`src/jbp_pkg.sv`:
```
// shared types and constants for the jpeg bit packer
// no dependencies; imported by every module of the block
package jbp_pkg;

    localparam int BYTE_W        = 8;
    localparam int CODE_FIELD_W  = 16;
    localparam int COUNT_W       = 5;
    localparam int MAX_CODE_BITS = 16;
    localparam int CODE_LIMIT    = (MAX_CODE_BITS < CODE_FIELD_W) ? MAX_CODE_BITS : CODE_FIELD_W;
    // pending bits plus one full code
    localparam int ACC_W         = CODE_FIELD_W + BYTE_W;
    // bytes per group: up to two raw bytes, each may be followed by a stuffed zero
    localparam int GROUP_BYTES   = 4;
    localparam int GROUP_CNT_W   = 3;
    localparam int GROUP_IDX_W   = 2;

    localparam logic [BYTE_W-1:0] MARKER_BYTE = 8'hFF;
    localparam logic [BYTE_W-1:0] STUFF_BYTE  = 8'h00;

    typedef enum logic
    {
        REQ_APPEND = 1'b0,
        REQ_FLUSH  = 1'b1
    } req_type_t;

    // bytes produced by one request, in stream order
    typedef struct packed
    {
        logic [GROUP_BYTES-1:0][BYTE_W-1:0] bytes;
        logic [GROUP_CNT_W-1:0]             count;
    } group_t;

endpackage

```
`src/jbp_packer.sv`:
```
// request register, bit accumulator and byte stuffing logic
// depends on jbp_pkg; hands byte groups to jbp_serializer
module jbp_packer
    import jbp_pkg::*;
(
    input  logic                    clk,
    input  logic                    rst_n,
    input  logic                    in_valid,
    output logic                    in_ready,
    input  logic                    req_type,
    input  logic [COUNT_W-1:0]      bit_count,
    input  logic [CODE_FIELD_W-1:0] code_bits,
    output logic                    grp_valid,
    input  logic                    grp_ready,
    output group_t                  grp
);

    logic                    item_valid_reg;
    logic                    req_reg;
    logic [COUNT_W-1:0]      count_reg;
    logic [CODE_FIELD_W-1:0] code_reg;
    logic [BYTE_W-1:0]       pend_bits_reg;
    logic [BYTE_W-1:0]       pend_bits_next;
    logic [2:0]              pend_cnt_reg;
    logic [2:0]              pend_cnt_next;

    logic                    flush;
    logic                    advance;
    logic [COUNT_W-1:0]      sat_cnt;
    logic [COUNT_W-1:0]      eff_cnt;
    logic [CODE_FIELD_W-1:0] eff_code;
    logic [CODE_FIELD_W:0]   code_mask;
    logic [ACC_W-1:0]        acc;
    logic [ACC_W-1:0]        aligned;
    logic [COUNT_W-1:0]      total;
    logic [1:0]              nbytes;
    logic [BYTE_W-1:0]       raw0;
    logic [BYTE_W-1:0]       raw1;
    logic                    stuff0;
    logic                    stuff1;

    always_comb
    begin
        flush   = (req_reg == REQ_FLUSH);
        sat_cnt = (count_reg > COUNT_W'(CODE_LIMIT)) ? COUNT_W'(CODE_LIMIT) : count_reg;
        // a flush appends ones up to the byte boundary
        if (flush)
        begin
            eff_cnt = (pend_cnt_reg == 3'd0) ? '0 : COUNT_W'(BYTE_W) - {2'b00, pend_cnt_reg};
        end
        else
        begin
            eff_cnt = sat_cnt;
        end
        eff_code  = flush ? '1 : code_reg;
        code_mask = ((CODE_FIELD_W+1)'(1) << eff_cnt) - (CODE_FIELD_W+1)'(1);
        acc       = ({{(ACC_W-BYTE_W){1'b0}}, pend_bits_reg} << eff_cnt)
                  | {{BYTE_W{1'b0}}, eff_code & code_mask[CODE_FIELD_W-1:0]};
        total     = {2'b00, pend_cnt_reg} + eff_cnt;
        nbytes    = total[4:3];
        aligned   = acc << (COUNT_W'(ACC_W) - total);
        raw0      = aligned[ACC_W-1 -: BYTE_W];
        raw1      = aligned[ACC_W-BYTE_W-1 -: BYTE_W];
        stuff0    = (raw0 == MARKER_BYTE);
        stuff1    = (raw1 == MARKER_BYTE);

        pend_bits_next = acc[BYTE_W-1:0] & ((BYTE_W'(1) << total[2:0]) - BYTE_W'(1));
        pend_cnt_next  = total[2:0];

        // stuffed zeros fill every slot not taken by a raw byte
        grp.bytes = {GROUP_BYTES{STUFF_BYTE}};
        grp.count = '0;
        case (nbytes)
            2'd1:
            begin
                grp.bytes[0] = raw0;
                grp.count    = 3'd1 + {2'b00, stuff0};
            end
            2'd2:
            begin
                grp.bytes[0] = raw0;
                if (stuff0)
                begin
                    grp.bytes[2] = raw1;
                end
                else
                begin
                    grp.bytes[1] = raw1;
                end
                grp.count = 3'd2 + {2'b00, stuff0} + {2'b00, stuff1};
            end
            default:
            begin
                grp.count = '0;
            end
        endcase
    end

    // requests with no output leave without waiting on the serializer
    assign grp_valid = item_valid_reg && (grp.count != '0);
    assign advance   = item_valid_reg && ((grp.count == '0) || grp_ready);
    assign in_ready  = !item_valid_reg || advance;

    always_ff @(posedge clk or negedge rst_n)
    begin
        if (!rst_n)
        begin
            item_valid_reg <= 1'b0;
            pend_bits_reg  <= '0;
            pend_cnt_reg   <= '0;
        end
        else
        begin
            if (in_valid && in_ready)
            begin
                item_valid_reg <= 1'b1;
            end
            else if (advance)
            begin
                item_valid_reg <= 1'b0;
            end
            if (advance)
            begin
                pend_bits_reg <= pend_bits_next;
                pend_cnt_reg  <= pend_cnt_next;
            end
        end
    end

    always_ff @(posedge clk)
    begin
        if (in_valid && in_ready)
        begin
            req_reg   <= req_type;
            count_reg <= bit_count;
            code_reg  <= code_bits;
        end
    end

endmodule

```
`src/jbp_serializer.sv`:
```
// holds one byte group and sends it out a byte per cycle while out_ready is high
// depends on jbp_pkg; fed by jbp_packer
module jbp_serializer
    import jbp_pkg::*;
(
    input  logic              clk,
    input  logic              rst_n,
    input  logic              grp_valid,
    output logic              grp_ready,
    input  group_t            grp,
    output logic              out_valid,
    input  logic              out_ready,
    output logic [BYTE_W-1:0] out_byte,
    output logic              last
);

    group_t                 grp_reg;
    logic                   grp_valid_reg;
    logic [GROUP_IDX_W-1:0] idx_reg;
    logic                   done;

    assign out_valid = grp_valid_reg;
    assign out_byte  = grp_reg.bytes[idx_reg];
    assign last      = ({1'b0, idx_reg} == (grp_reg.count - 3'd1));
    assign done      = grp_valid_reg && out_ready && last;
    assign grp_ready = !grp_valid_reg || done;

    always_ff @(posedge clk or negedge rst_n)
    begin
        if (!rst_n)
        begin
            grp_valid_reg <= 1'b0;
            idx_reg       <= '0;
        end
        else if (grp_valid && grp_ready)
        begin
            grp_valid_reg <= 1'b1;
            idx_reg       <= '0;
        end
        else if (done)
        begin
            grp_valid_reg <= 1'b0;
            idx_reg       <= '0;
        end
        else if (grp_valid_reg && out_ready)
        begin
            idx_reg <= idx_reg + GROUP_IDX_W'(1);
        end
    end

    always_ff @(posedge clk)
    begin
        if (grp_valid && grp_ready)
        begin
            grp_reg <= grp;
        end
    end

endmodule

```
`src/jpeg_bit_packer_byte_stuffing.sv`:
```
// jpeg entropy bit packer with 0xff/0x00 byte stuffing, top level
// depends on jbp_pkg, jbp_packer and jbp_serializer
//
// usage
//   input channel (in_valid/in_ready) takes one request per cycle when ready:
//   an append of bit_count code bits (low bits of code_bits, msb first, count
//   saturates at the code limit) or a flush that pads pending bits with ones
//   output channel (out_valid/out_ready) gives one byte per cycle when ready;
//   every 0xff is followed by a stuffed 0x00, last marks the final byte of
//   the request that produced it; requests that complete no byte give nothing
//   the packer registers a request, then the serializer registers its group
//   throughput: one request per cycle while each makes at most one byte and
//   no output stall; a longer group (up to four bytes with stuffing) holds
//   the serializer until its last byte leaves the single output byte lane
//   reset clears pending bits and empties both stages
//   when the receiver stalls, the byte group waits in the serializer and the
//   packer stage holds the next request, after which in_ready drops
module jpeg_bit_packer_byte_stuffing
    import jbp_pkg::*;
(
    input  logic                    clk,
    input  logic                    rst_n,
    input  logic                    in_valid,
    output logic                    in_ready,
    input  logic                    req_type,
    input  logic [COUNT_W-1:0]      bit_count,
    input  logic [CODE_FIELD_W-1:0] code_bits,
    output logic                    out_valid,
    input  logic                    out_ready,
    output logic [BYTE_W-1:0]       out_byte,
    output logic                    last
);

    // byte group handed from packer to serializer
    group_t grp;
    logic   grp_valid;
    logic   grp_ready;

    // packs bits and builds the stuffed byte group of each request
    jbp_packer u_packer
    (
        .clk       (clk),
        .rst_n     (rst_n),
        .in_valid  (in_valid),
        .in_ready  (in_ready),
        .req_type  (req_type),
        .bit_count (bit_count),
        .code_bits (code_bits),
        .grp_valid (grp_valid),
        .grp_ready (grp_ready),
        .grp       (grp)
    );

    // sends the group one byte at a time
    jbp_serializer u_serializer
    (
        .clk       (clk),
        .rst_n     (rst_n),
        .grp_valid (grp_valid),
        .grp_ready (grp_ready),
        .grp       (grp),
        .out_valid (out_valid),
        .out_ready (out_ready),
        .out_byte  (out_byte),
        .last      (last)
    );

endmodule

```
`config.mk`:
```
export PLATFORM = sky130hd
export DESIGN_NAME = jpeg_bit_packer_byte_stuffing
export DESIGN_NICKNAME = d
export VERILOG_FILES = /design/src/jbp_pkg.sv /design/src/jbp_packer.sv /design/src/jbp_serializer.sv /design/src/jpeg_bit_packer_byte_stuffing.sv
export SDC_FILE = /design/constraint.sdc
export NUM_CORES = 1
export LEC_CHECK = 0
export BUFFER_PORTS_ARGS = -buffer_cell sky130_fd_sc_hd__buf_2
export CAP_MARGIN = 10
export CORE_MARGIN = 2
export CORE_UTILIZATION = 25
export DETAILED_ROUTE_END_ITERATION = 7
export MAX_ROUTING_LAYER = met4
export PLACE_DENSITY = 0.46
export RECOVER_POWER = 100
export SLEW_MARGIN = 20
export SYNTH_ARGS = -nofsm -noshare
export SYNTH_HDL_FRONTEND = slang
export SYNTH_SLANG_ARGS = --single-unit
```
`constraint.sdc`:
```
create_clock -name clk -period 15.7 [get_ports clk]
set_input_delay 1.57 -clock clk [delete_from_list [all_inputs] [get_ports clk]]
set_output_delay 1.57 -clock clk [all_outputs]
set_load 0.01 [all_outputs]
```
* After elaboration in Yosys (flattened, before gate mapping)
Index checks and enable logic that the tools add are counted.
Word-level totals: logic and storage cells 71, bits in registers 64
Cells by class: shift operators 4, $add $sub $neg 10, mux-type cells 14, $lt $le $gt $ge 2, bitwise gates (word level) 4, equal/unequal tests 5, reduce and logical (&&, ||, !) cells 20
Operators by type and width (number):
- OR 24 x 16 -> 24 bit | 1
- << shifter 24 x 5 -> 24 bit | 1
- << shifter 8 x 5 -> 24 bit | 1
- bitwise AND 16 bit | 1
- binary-select mux 8 bit (select 2 bit) | 1
- == test 8 bit (second input constant) | 2
- two-way mux 16 bit | 1
- << shifter 1 x 5 -> 16 bit (first input constant) | 1
- subtractor 16 x 2 -> 16 bit (second input constant) | 1
- two-way mux 5 bit | 3
- bitwise AND 8 bit | 1
- two-way mux 8 bit | 1
- << shifter 1 x 3 -> 8 bit (first input constant) | 1
- subtractor 8 x 1 -> 8 bit (second input constant) | 1
- logical AND 1 bit | 6
- zero test 3 bit | 2
- two-way mux 2 bit | 3
- case mux 3 bit (2 select lines) | 1
- nonzero test 3 bit | 2
- adder 3 x 5 -> 5 bit | 1
- > comparator 5 bit (second input constant) | 1
- subtractor 4 x 3 -> 5 bit (first input constant) | 1
- subtractor 5 bit (first input constant) | 1
- two-way mux 1 bit | 4
- other kinds (15) | 20

* Logic depth before layout (Yosys ltp)
Gate-level depths: netlist (run 1).
depth in word-level cells 18, depth in mapped cells 31, depth with buffers taken out 25

* By module
From an unflattened synthesis (run 1), not the netlist that was laid out.
Second synthesis, totals: cell total of the unflattened synthesis 705, area, all modules 6361.1 sq um
By module, submodules not included:
- jbp_packer | seq. area each 960.9 sq um, cells each 635, area an instance 4899.7 sq um, instances 1
- jbp_serializer | seq. area each 1126.1 sq um, cells each 70, area an instance 1461.4 sq um, instances 1

* Worst setup path before layout (run 1)
Ideal clock, no wire load.
path kind reg2reg, from register u_packer.pend_cnt_reg[0], to register u_serializer.grp_reg[0] (netlist bit) (data pin), setup slack 9.544 ns, cell stages (with the launch flop) 32, period minus slack after synthesis 6.156 ns, data arrival time 5.870 ns, path buffers 7, data required time 15.414 ns, cell sequence dfrtp_1 buf_2 inv_1 ha_1 ha_1 and3b_1 clkbuf_1 nor2_1 inv_1 ha_1 clkbuf_1 inv_1 clkbuf_1 clkbuf_1 ha_1 inv_1 ha_1 clkbuf_1 inv_1 clkbuf_1 nand2_1 a221o_1 o221ai_1 a311oi_1 a2111oi_2 a211oi_1 nand3b_4 inv_4 ha_1 and2_1 nor2_1 a311oi_1
RTL lines:
- start: declaration | RTL line jbp_packer.sv:24 | logic [2:0] pend_cnt_reg;
- start signal: assignment | RTL line jbp_packer.sv:125 | pend_cnt_reg <= pend_cnt_next;
- end signal: assignment | RTL line jbp_serializer.sv:55 | grp_reg <= grp;
- end: declaration | RTL line jbp_serializer.sv:17 | group_t grp_reg;

==> summary.txt, run 1 <==
Clock network
  – Post-CTS sizing: 0
  – Longest Clk Path Bufs: 2
  – CTS clk-pin slew, worst paths: 0.07 ns
  – CTS tree: done
  – H-Tree Depth: 3
  – Post-CTS setup buffers: 0
  – Post-cts hold buffer count: 0
  – # clock sinks: 64
  – Number of CTS-inserted buffers: 9
  – CTS Root Cell: clkbuf_16
  – Clk_lat worst skew: roughly 0.35 ns

Detailed routing
  – Drt drc: 0
  – Post-route ant nets: 0
  – Starting DRT DRC Count: between 800 and 900
  – Routed via count: between 6000 and 7000
  – Total wire length: roughly 23000 um
  – Via/cell ratio: between 5 and 6
  – Wire per inst: around 21 um
  – First-pass DRT Iterations: 6

Floorplanning
  – Starting Density: 0.254
  – Die height: roughly 160 um
  – Die area: around 27000 um^2
  – Number of I/O pins: 37
  – Die width: 164 um
  – Core area: around 25000 um^2
  – Site Rows: 58

Global routing
  – Largest net degree at the start of global routing: a little over 50
  – Initial antenna violation count: 0
  – M1 GR Usage: 0.246
  – Via count of the first global-routing pass: a little over 6000
  – Global-route wire length before repair: around 36000 um
  – Gr busiest metal: met2
  – Gr usage total: 0.182
  – Grt met2 use: 0.268
  – Met3 usage: 0.0313
  – Overflow after GRT: 0

Setup path
  – Startpoint Class: flip-flop
  – CP Class: flip-flop to flip-flop
  – Crit end category: flip-flop
  – Crit-path max cell delay: between 1 and 1.5 ns
  – Crit-path slowest cell: clkbuf_1
  – CP most frequent cell: ha_1
  – Worst-path maximum fanout: 36
  – Worst path bufs/invs: 7
  – Top Family by Delay on Critical Path: buffers and inverters
  – CP Cell Sequence: inv_1 > ha_1 > ha_1 > and3b_1 > nor2_1 > inv_1 > ha_1 > clkbuf_1 > inv_1 > ha_1 > clkbuf_1 > clkinv_1 > nand2_1 > nor3_1 > nor4_1 > a211oi_1 > a2111oi_0 > a2111oi_4 > nand3b_1 > inv_4 > ha_1 > and2_0 > nor2_1 > a311oi_1
  – CP arrival: between 10 and 15 ns
  – CP Data Required Time: between 15 and 20 ns

Yosys
  – Syn Inst Count: roughly 760
  – Flops & latches, synth: 64
  – Post-synthesis sequential area ratio: 0.289
  – Async SR Flop Fraction: 0.234
  – Yosys warning total: 0
  – Commonest register cell after synthesis: edfxtp_1
  – Avg Inst Size Synth: roughly 8.5 um^2
  – Netlist cell types: about 110
  – Post-synth EDFFs: between 40 and 50
  – Mapped Area: about 6400 um^2
  – Synthesized Nets: 799

Outcome
  – Violated checks: max-capacitance violations, max-slew violations
  – Status: finished, violations left

Final layout
  – Final-layout fill cell count: 2739
  – Area of the multi-input gates: roughly 4200 um^2
  – Max FFs per register: 27
  – Design Area, Final: 7070 um^2
  – Share of layout cells above drive strength 1: 0.135
  – Layout Nets: approximately 810
  – Reg area: between 1500 and 2000 um^2
  – # diodes: 0
  – Synthesis-to-layout area growth: 10.8%

Timing
  – Worst-margin pin slew: approximately 1.7 ns
  – Final Setup Violations: 0
  – RSZ-0062 raised after global routing: false
  – Part of the cycle the worst path needs: 0.688
  – Final setup TNS: 0 ns
  – Final Hold Fails: 0
  – Minimum clock period: approximately 11 ns
  – Pins Over Slew Limit: ~70
  – Fmax: just over 0.09 GHz
  – Max-slew headroom: -0.132
  – Setup Skew: about 0.015 ns

Placed design
  – Gpl congestion: 0.966
  – Area after DPL: 6830 um^2
  – Port Buf Inserts: 36
  – Hpwl dp: 17500 um

Flow run
  – Max-Cap Viols: 2

Worst hold path
  – Hold Crit Class: flip-flop to flip-flop
cells by family after synthesis:
kind of cell | after synthesis | share of synthesized area
xor+xnor | 8 | 0.0157
flops | 64 | 0.289
buf+inv | 69 | 0.0498
simple gates | 312 | 0.257
fa+ha+maj | 18 | 0.0353
compound gates | 268 | 0.322
mux | 16 | 0.0306
worst register-to-register path, delay by kind of cell, from the launching register on:
kind	cells	cell delay (ns)
buffers and inverters	7	4.68
AND/OR/NAND/NOR	8	2.42
adder cells (fa/ha/maj)	5	1.67
AO/OA/AOI/OAI	4	1.26
flip-flops	1	0.51
final cells by class:
class | count | area share
multi-input cells | 622 | 0.589
flip-flops and latches | 64 | 0.261
well taps | 330 | 0.0584
repair buffers | 47 | 0.0322
clock buffers | 9 | 0.0319
clock inverters | 7 | 0.0145
inverters | 23 | 0.0126
stage by stage:
stage / hold WS, ns / cells / setup WS [ns] / utilization
global placement: 0.510 / 1086 / 8.29 / 0.272
detailed placement: 0.514 / 1086 / 8.24 / 0.272
CTS: 0.527 / 1102 / 8.22 / 0.285
global route: 0.562 / 1102 / 4.07 / 0.282
finish: 0.521 / 1102 / 4.90 / 0.282
floorplan: 0.467 / 755 / 9.54 / -
placed cells by master (no fill, tap or decap), types with 9 or more instances in the layout:
cell,n
edfxtp_1,49
o211ai_1,14
nor2_1,78
o21ai_0,49
dfrtp_1,15
a21oi_1,43
a31oi_1,10
o22ai_1,11
o31ai_1,14
nor3_1,24
a22oi_1,10
clkbuf_16,9
ha_1,18
buf_2,23
nand2b_1,9
nand3_1,35
and3b_1,9
mux2i_1,11
nand2_1,84
inv_1,19
clkbuf_1,18
a211oi_1,20
Yosys cell counts (4+ instances only):
cell / n / area share
nand2_1: 84 / 0.049
nor2_1: 79 / 0.046
edfxtp_1: 49 / 0.23
o21ai_0: 49 / 0.038
a21oi_1: 43 / 0.034
nand3_1: 35 / 0.027
clkbuf_1: 25 / 0.015
nor3_1: 24 / 0.019
a211oi_1: 20 / 0.024
inv_1: 19 / 0.011
ha_1: 18 / 0.035
dfrtp_1: 15 / 0.059
o211ai_1: 14 / 0.016
o31ai_1: 14 / 0.016
mux2i_1: 11 / 0.017
o22ai_1: 11 / 0.011
a22oi_1: 10 / 0.012
a31oi_1: 10 / 0.0098
and2_1: 9 / 0.0088
and3b_1: 9 / 0.012
buf_2: 9 / 0.0071
nand2b_1: 9 / 0.0088
nor4_1: 8 / 0.0078
o221ai_1: 8 / 0.011
nor2b_1: 7 / 0.0069
buf_4: 6 / 0.0071
o21ai_1: 6 / 0.0047
a311oi_1: 5 / 0.0069
or2_2: 5 / 0.0049
a2111oi_2: 4 / 0.0094
a21o_1: 4 / 0.0047
a221oi_1: 4 / 0.0055
a22o_1: 4 / 0.0055
a32oi_1: 4 / 0.0055
o32ai_1: 4 / 0.0055
worst paths after layout:
kind	startpoint	end	slack (ns)	cells past startpoint
max in group asynchronous	rst_n	u_packer.pend_bits_reg[5]	13.75	1
max reg2reg	u_packer.pend_cnt_reg[0]	u_serializer.grp_reg[0]	4.90	24
min	u_packer.item_valid_reg	u_serializer.out_valid	0.52	2
min reg2reg	u_packer.item_valid_reg	u_serializer.out_valid	0.52	2
max	u_packer.pend_cnt_reg[0]	u_serializer.grp_reg[0]	4.90	24
min in group asynchronous	rst_n	u_packer.pend_cnt_reg[1]	1.35	1
metal layers:
layer | up-vias | share of wire
li1 | 2955 | -
met1 | 2953 | 0.46
met2 | 346 | 0.43
met3 | 61 | 0.072
met4 | 0 | 0.035
met5 | - | 0
Power of run 1 is left out: the tool's default activity adds up to more than one toggle a clock period on the data nets, which glitch-free logic cannot reach.
==> run 2: changes to the inputs <==
--- a/config.mk
+++ b/config.mk
@@ -11,7 +11,7 @@
 export CORE_UTILIZATION = 25
 export DETAILED_ROUTE_END_ITERATION = 7
 export MAX_ROUTING_LAYER = met4
-export PLACE_DENSITY = 0.46
+export PLACE_DENSITY = 0.48
 export RECOVER_POWER = 100
 export SLEW_MARGIN = 20
 export SYNTH_ARGS = -nofsm -noshare
==> constraint.sdc (replaced) <==
create_clock -name clk -period 8.66 [get_ports clk]
set_input_delay 0.866 -clock clk [delete_from_list [all_inputs] [get_ports clk]]
set_output_delay 0.866 -clock clk [all_outputs]
set_load 0.01 [all_outputs]
==> summary.txt, run 2 (synthesis results as in run 1) <==
Setup path
  – FF-to-FF path depth: 23 (-4.2%)
  – CP Data Required Time: 8.72 ns (-7.05 ns)
  – CP arrival: 7.76 ns (-3.11 ns)
  – Worst-path maximum fanout: 33 (-8.3%)
  – CP Class: flip-flop to flip-flop
  – Worst reg2reg endpoint: u_serializer.grp_reg[0]
  – CP Cell Sequence: inv_1 > ha_1 > ha_1 > and2_0 > nor2_1 > inv_1 > ha_1 > or4_1 > and2_0 > ha_1 > buf_4 > inv_1 > nand2_1 > o221ai_1 > o21a_1 > a2111oi_0 > a211oi_1 > nand3b_4 > inv_4 > ha_1 > and2_1 > nor2_1 > a311oi_1
  – CP most frequent cell: ha_1
  – Worst R2R Start: u_packer.pend_cnt_reg[0]
  – R2r setup slk: 0.96 ns (-3.94 ns)
  – Crit-path slowest cell: or4_1
  – Crit end category: flip-flop
  – Crit-path max cell delay: 0.68 ns (-0.55 ns)
  – Startpoint Class: flip-flop

Detailed routing
  – Wire per inst: 20.8 um (-1.8%)
  – First-pass DRT Iterations: 5 (-1)
  – Total wire length: 22900 um (-1.7%)
  – Starting DRT DRC Count: 871 (+5.7%)
  – Drt drc: 0 (unchanged)
  – Via/cell ratio: 5.79 (+1.0%)
  – Routed via count: 6384 (+1.1%)
  – Post-route ant nets: 0 (unchanged)

Floorplanning
  – Site Rows: 58 (unchanged)
  – Starting Density: 0.254 (unchanged)
  – Core area: 25100 um^2 (unchanged)
  – Die height: 164 um (unchanged)
  – Die width: 164 um (unchanged)
  – Die area: 26800 um^2 (unchanged)
  – Number of I/O pins: 37 (unchanged)

Final layout
  – # diodes: 0 (unchanged)
  – Area of the multi-input gates: 4190 um^2 (+0.51%)
  – Final-layout fill cell count: 2787 (+1.8%)
  – Synthesis-to-layout area growth: 11.0%
  – Share of layout cells above drive strength 1: 0.140 (+0.00500)
  – Max FFs per register: 27 (unchanged)
  – Commonest cells after routing, fill and taps aside: nand2_1 (84), nor2_1 (79), o21ai_0 (49), edfxtp_1 (49), a21oi_1 (43)
  – Commonest non-fill, non-tap cell in the layout: nand2_1
  – Reg area: 1850 um^2 (unchanged)
  – Design Area, Final: 7080 um^2 (+0.18%)
  – Layout Cells excl Fill: 1103 (+0.091%)
  – Layout Nets: 812 (+0.12%)

Clock network
  – # clock sinks: 64 (unchanged)
  – H-Tree Depth: 3 (unchanged)
  – Post-cts hold buffer count: 0 (unchanged)
  – Number of CTS-inserted buffers: 9 (unchanged)
  – Clk_lat worst skew: 0.34 ns (about the same)
  – CTS tree: done
  – Longest Clk Path Bufs: 2 (unchanged)
  – Post-CTS sizing: 0 (unchanged)
  – CTS clk-pin slew, worst paths: 0.06 ns (about the same)
  – CTS Root Cell: clkbuf_16
  – Post-CTS setup buffers: 0 (unchanged)

Placed design
  – Area after DPL: 6850 um^2 (+0.22%)
  – Gpl congestion: 0.973 (+0.79%)
  – Hpwl dp: 17100 um (-2.4%)
  – Port Buf Inserts: 36 (unchanged)
  – Post-placement cell count: 1087 (+0.092%)

Timing
  – Worst-margin pin slew: 1.42 ns (-0.277 ns)
  – Final setup TNS: 0 ns (unchanged)
  – Final Setup Violations: 0 (unchanged)
  – Fmax: 0.130 GHz (+40%)
  – Part of the cycle the worst path needs: 0.889 (+0.201)
  – Hold Worst Slack: 0.533 ns (+0.0126 ns)
  – RSZ-0062 raised after global routing: false
  – Setup Skew: 0.00858 ns (-0.00643 ns)
  – Final Hold Fails: 0 (unchanged)
  – Max-slew headroom: 0.0530 (+0.185)
  – Minimum clock period: 7.70 ns (-3.10 ns)
  – Pins Over Slew Limit: 0 (-100%)

Global routing
  – Overflow after GRT: 0 (unchanged)
  – Initial antenna violation count: 0 (unchanged)
  – Global-route wire length before repair: 35500 um (-2.0%)
  – Gr usage total: 0.176 (-0.00569)
  – Via count of the first global-routing pass: 6025 (-0.17%)
  – Largest net degree at the start of global routing: 36 (-29%)

Worst hold path
  – Min-Delay Endpoint: u_serializer.out_valid
  – Worst hold stages: 2 (unchanged)
  – HP Start: u_packer.item_valid_reg
  – Hold Crit Class: flip-flop to flip-flop

Outcome
  – Status: finished clean

Flow run
  – Max-Cap Viols: 0 (-2)
[run 2: cell type report]
cell class,count,share of cell area
Clock buffer,9,0.0318
Clock inverter,7,0.0111
Inverter,23,0.0125
Multi-Input combinational cell,622,0.591
Sequential cell,64,0.261
Tap cell,330,0.0583
Timing Repair Buffer,48,0.0343
[run 2: worst max path at each step]
stage | cells after the start | startpoint | slack (ns) | to
finish | 23 | u_packer.pend_cnt_reg[0] | 0.96 | u_serializer.grp_reg[0]
global route | 23 | u_packer.pend_cnt_reg[0] | 0.57 | u_serializer.grp_reg[0]
CTS | 26 | u_packer.pend_cnt_reg[0] | 1.64 | u_serializer.grp_reg[0]
detailed placement | 26 | u_packer.pend_cnt_reg[0] | 1.68 | u_serializer.grp_reg[0]
global placement | 23 | u_packer.pend_cnt_reg[0] | 1.72 | u_serializer.grp_reg[0]
floorplan | 31 | u_packer.pend_cnt_reg[0] | 2.50 | u_serializer.grp_reg[0]
[run 2: stage by stage]
stage | util | worst slack (ns)
6_report | 0.282 | 0.963
5_1_grt | 0.282 | 0.574
4_1_cts | 0.285 | 1.64
3_5_place_dp | 0.273 | 1.68
3_3_place_gp | 0.272 | 1.72
2_1_floorplan | - | 2.50
[run 2: worst max-delay path: cells and delay by family, from the launching register on]
family | cells | cell delay [ns]
AND/OR/NAND/NOR | 8 | 2.51
adder cells (fa/ha/maj) | 5 | 1.65
AO/OA/AOI/OAI | 5 | 1.50
buffers and inverters | 5 | 1.15
flip-flops | 1 | 0.59
[run 2: per-layer routing]
| layer | part of all wire | global-route usage | vias up |
|---|---|---|---|
| li1 | - | - | 2955 |
| met2 | 0.43 | 0.256 | 360 |
| met4 | 0.036 | 0.0662 | 0 |
| met3 | 0.088 | 0.0396 | 76 |
| met5 | 0 | - | - |
| met1 | 0.44 | 0.239 | 2993 |
Power of run 2 is left out for the same reason.
==> run 3: changes to the inputs <==
--- a/config.mk
+++ b/config.mk
@@ -7,6 +7,7 @@
 export LEC_CHECK = 0
 export BUFFER_PORTS_ARGS = -buffer_cell sky130_fd_sc_hd__buf_2
 export CAP_MARGIN = 10
+export CORE_ASPECT_RATIO = 2
 export CORE_MARGIN = 2
 export CORE_UTILIZATION = 25
 export DETAILED_ROUTE_END_ITERATION = 7
==> summary.txt, run 3 (synthesis results as in run 1) <==
Floorplanning
  – Die width: 117 um (-29%)
  – Die height: 230 um (+40%)
  – Starting Density: 0.255 (+0.000762)
  – Die area: 26900 um^2 (+0.29%)
  – Core area: 25000 um^2 (-0.30%)
  – Number of I/O pins: 37 (unchanged)
  – Site Rows: 82 (+41%)

Setup path
  – Crit-path slowest cell: a211oi_1
  – Crit-path max cell delay: 0.71 ns (+0.03 ns)
  – CP Cell Sequence: inv_1 > ha_1 > ha_1 > and2_0 > nor2_1 > inv_1 > ha_1 > or4_1 > and2_0 > ha_1 > inv_1 > nor2_1 > a32oi_1 > o221a_2 > a22oi_1 > a211oi_1 > nand3b_4 > inv_4 > ha_1 > and2_0 > nor2_1 > a311oi_1
  – CP arrival: 7.92 ns (+0.16 ns)
  – Crit end category: flip-flop
  – CP most frequent cell: ha_1
  – CP Data Required Time: 8.72 ns (about the same)
  – Worst path bufs/invs: 4 (-1)
  – CP Class: flip-flop to flip-flop
  – Startpoint Class: flip-flop
  – Top Family by Delay on Critical Path: simple AND/OR/NAND/NOR gates
  – Worst-path maximum fanout: 14 (-58%)

Timing
  – Final setup TNS: 0 ns (unchanged)
  – Final Setup Violations: 0 (unchanged)
  – Part of the cycle the worst path needs: 0.908 (+0.0189)
  – Final Hold Fails: 0 (unchanged)
  – Hold Worst Slack: 0.525 ns (-0.00806 ns)
  – Fmax: 0.127 GHz (-2.1%)
  – Pins Over Slew Limit: 23 (+23)
  – Setup Skew: 0.00561 ns (-0.00298 ns)
  – Max-slew headroom: -0.0589 (-0.112)
  – RSZ-0062 raised after global routing: false
  – Minimum clock period: 7.86 ns (+0.164 ns)
  – Worst-margin pin slew: 1.59 ns (+0.167 ns)

Global routing
  – Global-route wire length before repair: 41900 um (+18%)
  – Overflow after GRT: 0 (unchanged)
  – Via count of the first global-routing pass: 6643 (+10%)
  – Largest net degree at the start of global routing: 30 (-17%)
  – Gr usage total: 0.224 (+0.0471)
  – Initial antenna violation count: 1 (+1)

Detailed routing
  – Post-route ant nets: 0 (unchanged)
  – Drt drc: 0 (unchanged)
  – Total wire length: 28300 um (+24%)
  – Routed via count: 6569 (+2.9%)
  – First-pass DRT Iterations: 7 (+2)
  – Starting DRT DRC Count: 383 (-56%)
  – Via/cell ratio: 5.88 (+1.5%)
  – Wire per inst: 25.3 um (+22%)

Placed design
  – Port Buf Inserts: 36 (unchanged)
  – Gpl congestion: 1.05 (+8.1%)
  – Hpwl dp: 22500 um (+32%)

Final layout
  – Max FFs per register: 27 (unchanged)
  – Commonest non-fill, non-tap cell in the layout: nand2_1
  – Synthesis-to-layout area growth: 11.9%
  – Commonest cells after routing, fill and taps aside: nand2_1 (84), nor2_1 (79), o21ai_0 (49), edfxtp_1 (49), a21oi_1 (43)
  – Share of layout cells above drive strength 1: 0.150 (+0.0101)
  – Layout Nets: 820 (+0.99%)

Clock network
  – Post-cts hold buffer count: 0 (unchanged)
  – CTS clk-pin slew, worst paths: 0.05 ns (about the same)
  – H-Tree Depth: 3 (unchanged)
  – Clk_lat worst skew: 0.36 ns (+0.02 ns)
  – Longest Clk Path Bufs: 2 (unchanged)
  – CTS tree: done
  – Number of CTS-inserted buffers: 9 (unchanged)
  – Post-CTS setup buffers: 0 (unchanged)
  – Post-CTS sizing: 0 (unchanged)
  – # clock sinks: 64 (unchanged)
  – CTS Root Cell: clkbuf_16

Outcome
  – Status: finished, violations left
  – Violated checks: max-capacitance violations, max-slew violations

Worst hold path
  – Hold Crit Class: flip-flop to flip-flop

Flow run
  – Max-Cap Viols: 1 (+1)
==> run 3: cell types whose count changed in the layout (fill, tap and decap cells not counted), sizes merged <==
cell      before  now
clkinvlp       3    2
clkinv         4    6
diode          0    1
clkbuf        25   24
inv           22   20
buf           32   42
==> run 3: path summary, 6_finish.rpt <==
check | start | end | slack [ns] | depth (start not counted)
max | u_packer.pend_cnt_reg[0] | u_serializer.grp_reg[0] | 0.80 | 22
min | u_packer.item_valid_reg | u_serializer.out_valid | 0.53 | 2
max reg2reg | u_packer.pend_cnt_reg[0] | u_serializer.grp_reg[0] | 0.80 | 22
min reg2reg | u_packer.item_valid_reg | u_serializer.out_valid | 0.53 | 2
max in group asynchronous | rst_n | u_serializer.idx_reg[1] | 7.53 | 1
min in group asynchronous | rst_n | u_packer.pend_cnt_reg[2] | 0.60 | 1
==> run 3: cell type report <==
type | count | area (um^2)
Multi-Input combinational cell | 622 | 4190
Antenna cell | 1 | 2.50
Tap cell | 336 | 420
Timing Repair Buffer | 56 | 305
Clock inverter | 6 | 60.1
Clock buffer | 10 | 229
Sequential cell | 64 | 1850
Inverter | 23 | 88.8
Fill cell | 2763 | 17900
==> run 3: metrics by stage <==
stage / instances / cell area (um^2) / setup slack [ns] / utilization
floorplan: 755 / 6380 / 2.50 / -
global placement: 1101 / 6910 / 1.69 / 0.276
detailed placement: 1101 / 6910 / 1.59 / 0.276
CTS: 1117 / 7200 / 1.53 / 0.287
global route: 1118 / 7140 / 0.492 / 0.285
finish: 1118 / 7140 / 0.799 / 0.285
==> run 3: tightest hold or removal path, stage by stage (launching register included) <==
cell and delay, ns:
dfrtp_1 0.35, nand2b_1 0.08, nand2_1 0.06
==> run 3: per-layer routing <==
layer	GRT usage	part of all wire
met1	0.186	0.31
met2	0.391	0.53
met3	0.0424	0.042
met4	0.221	0.12
met5	-	0
Power of run 3 is left out for the same reason.
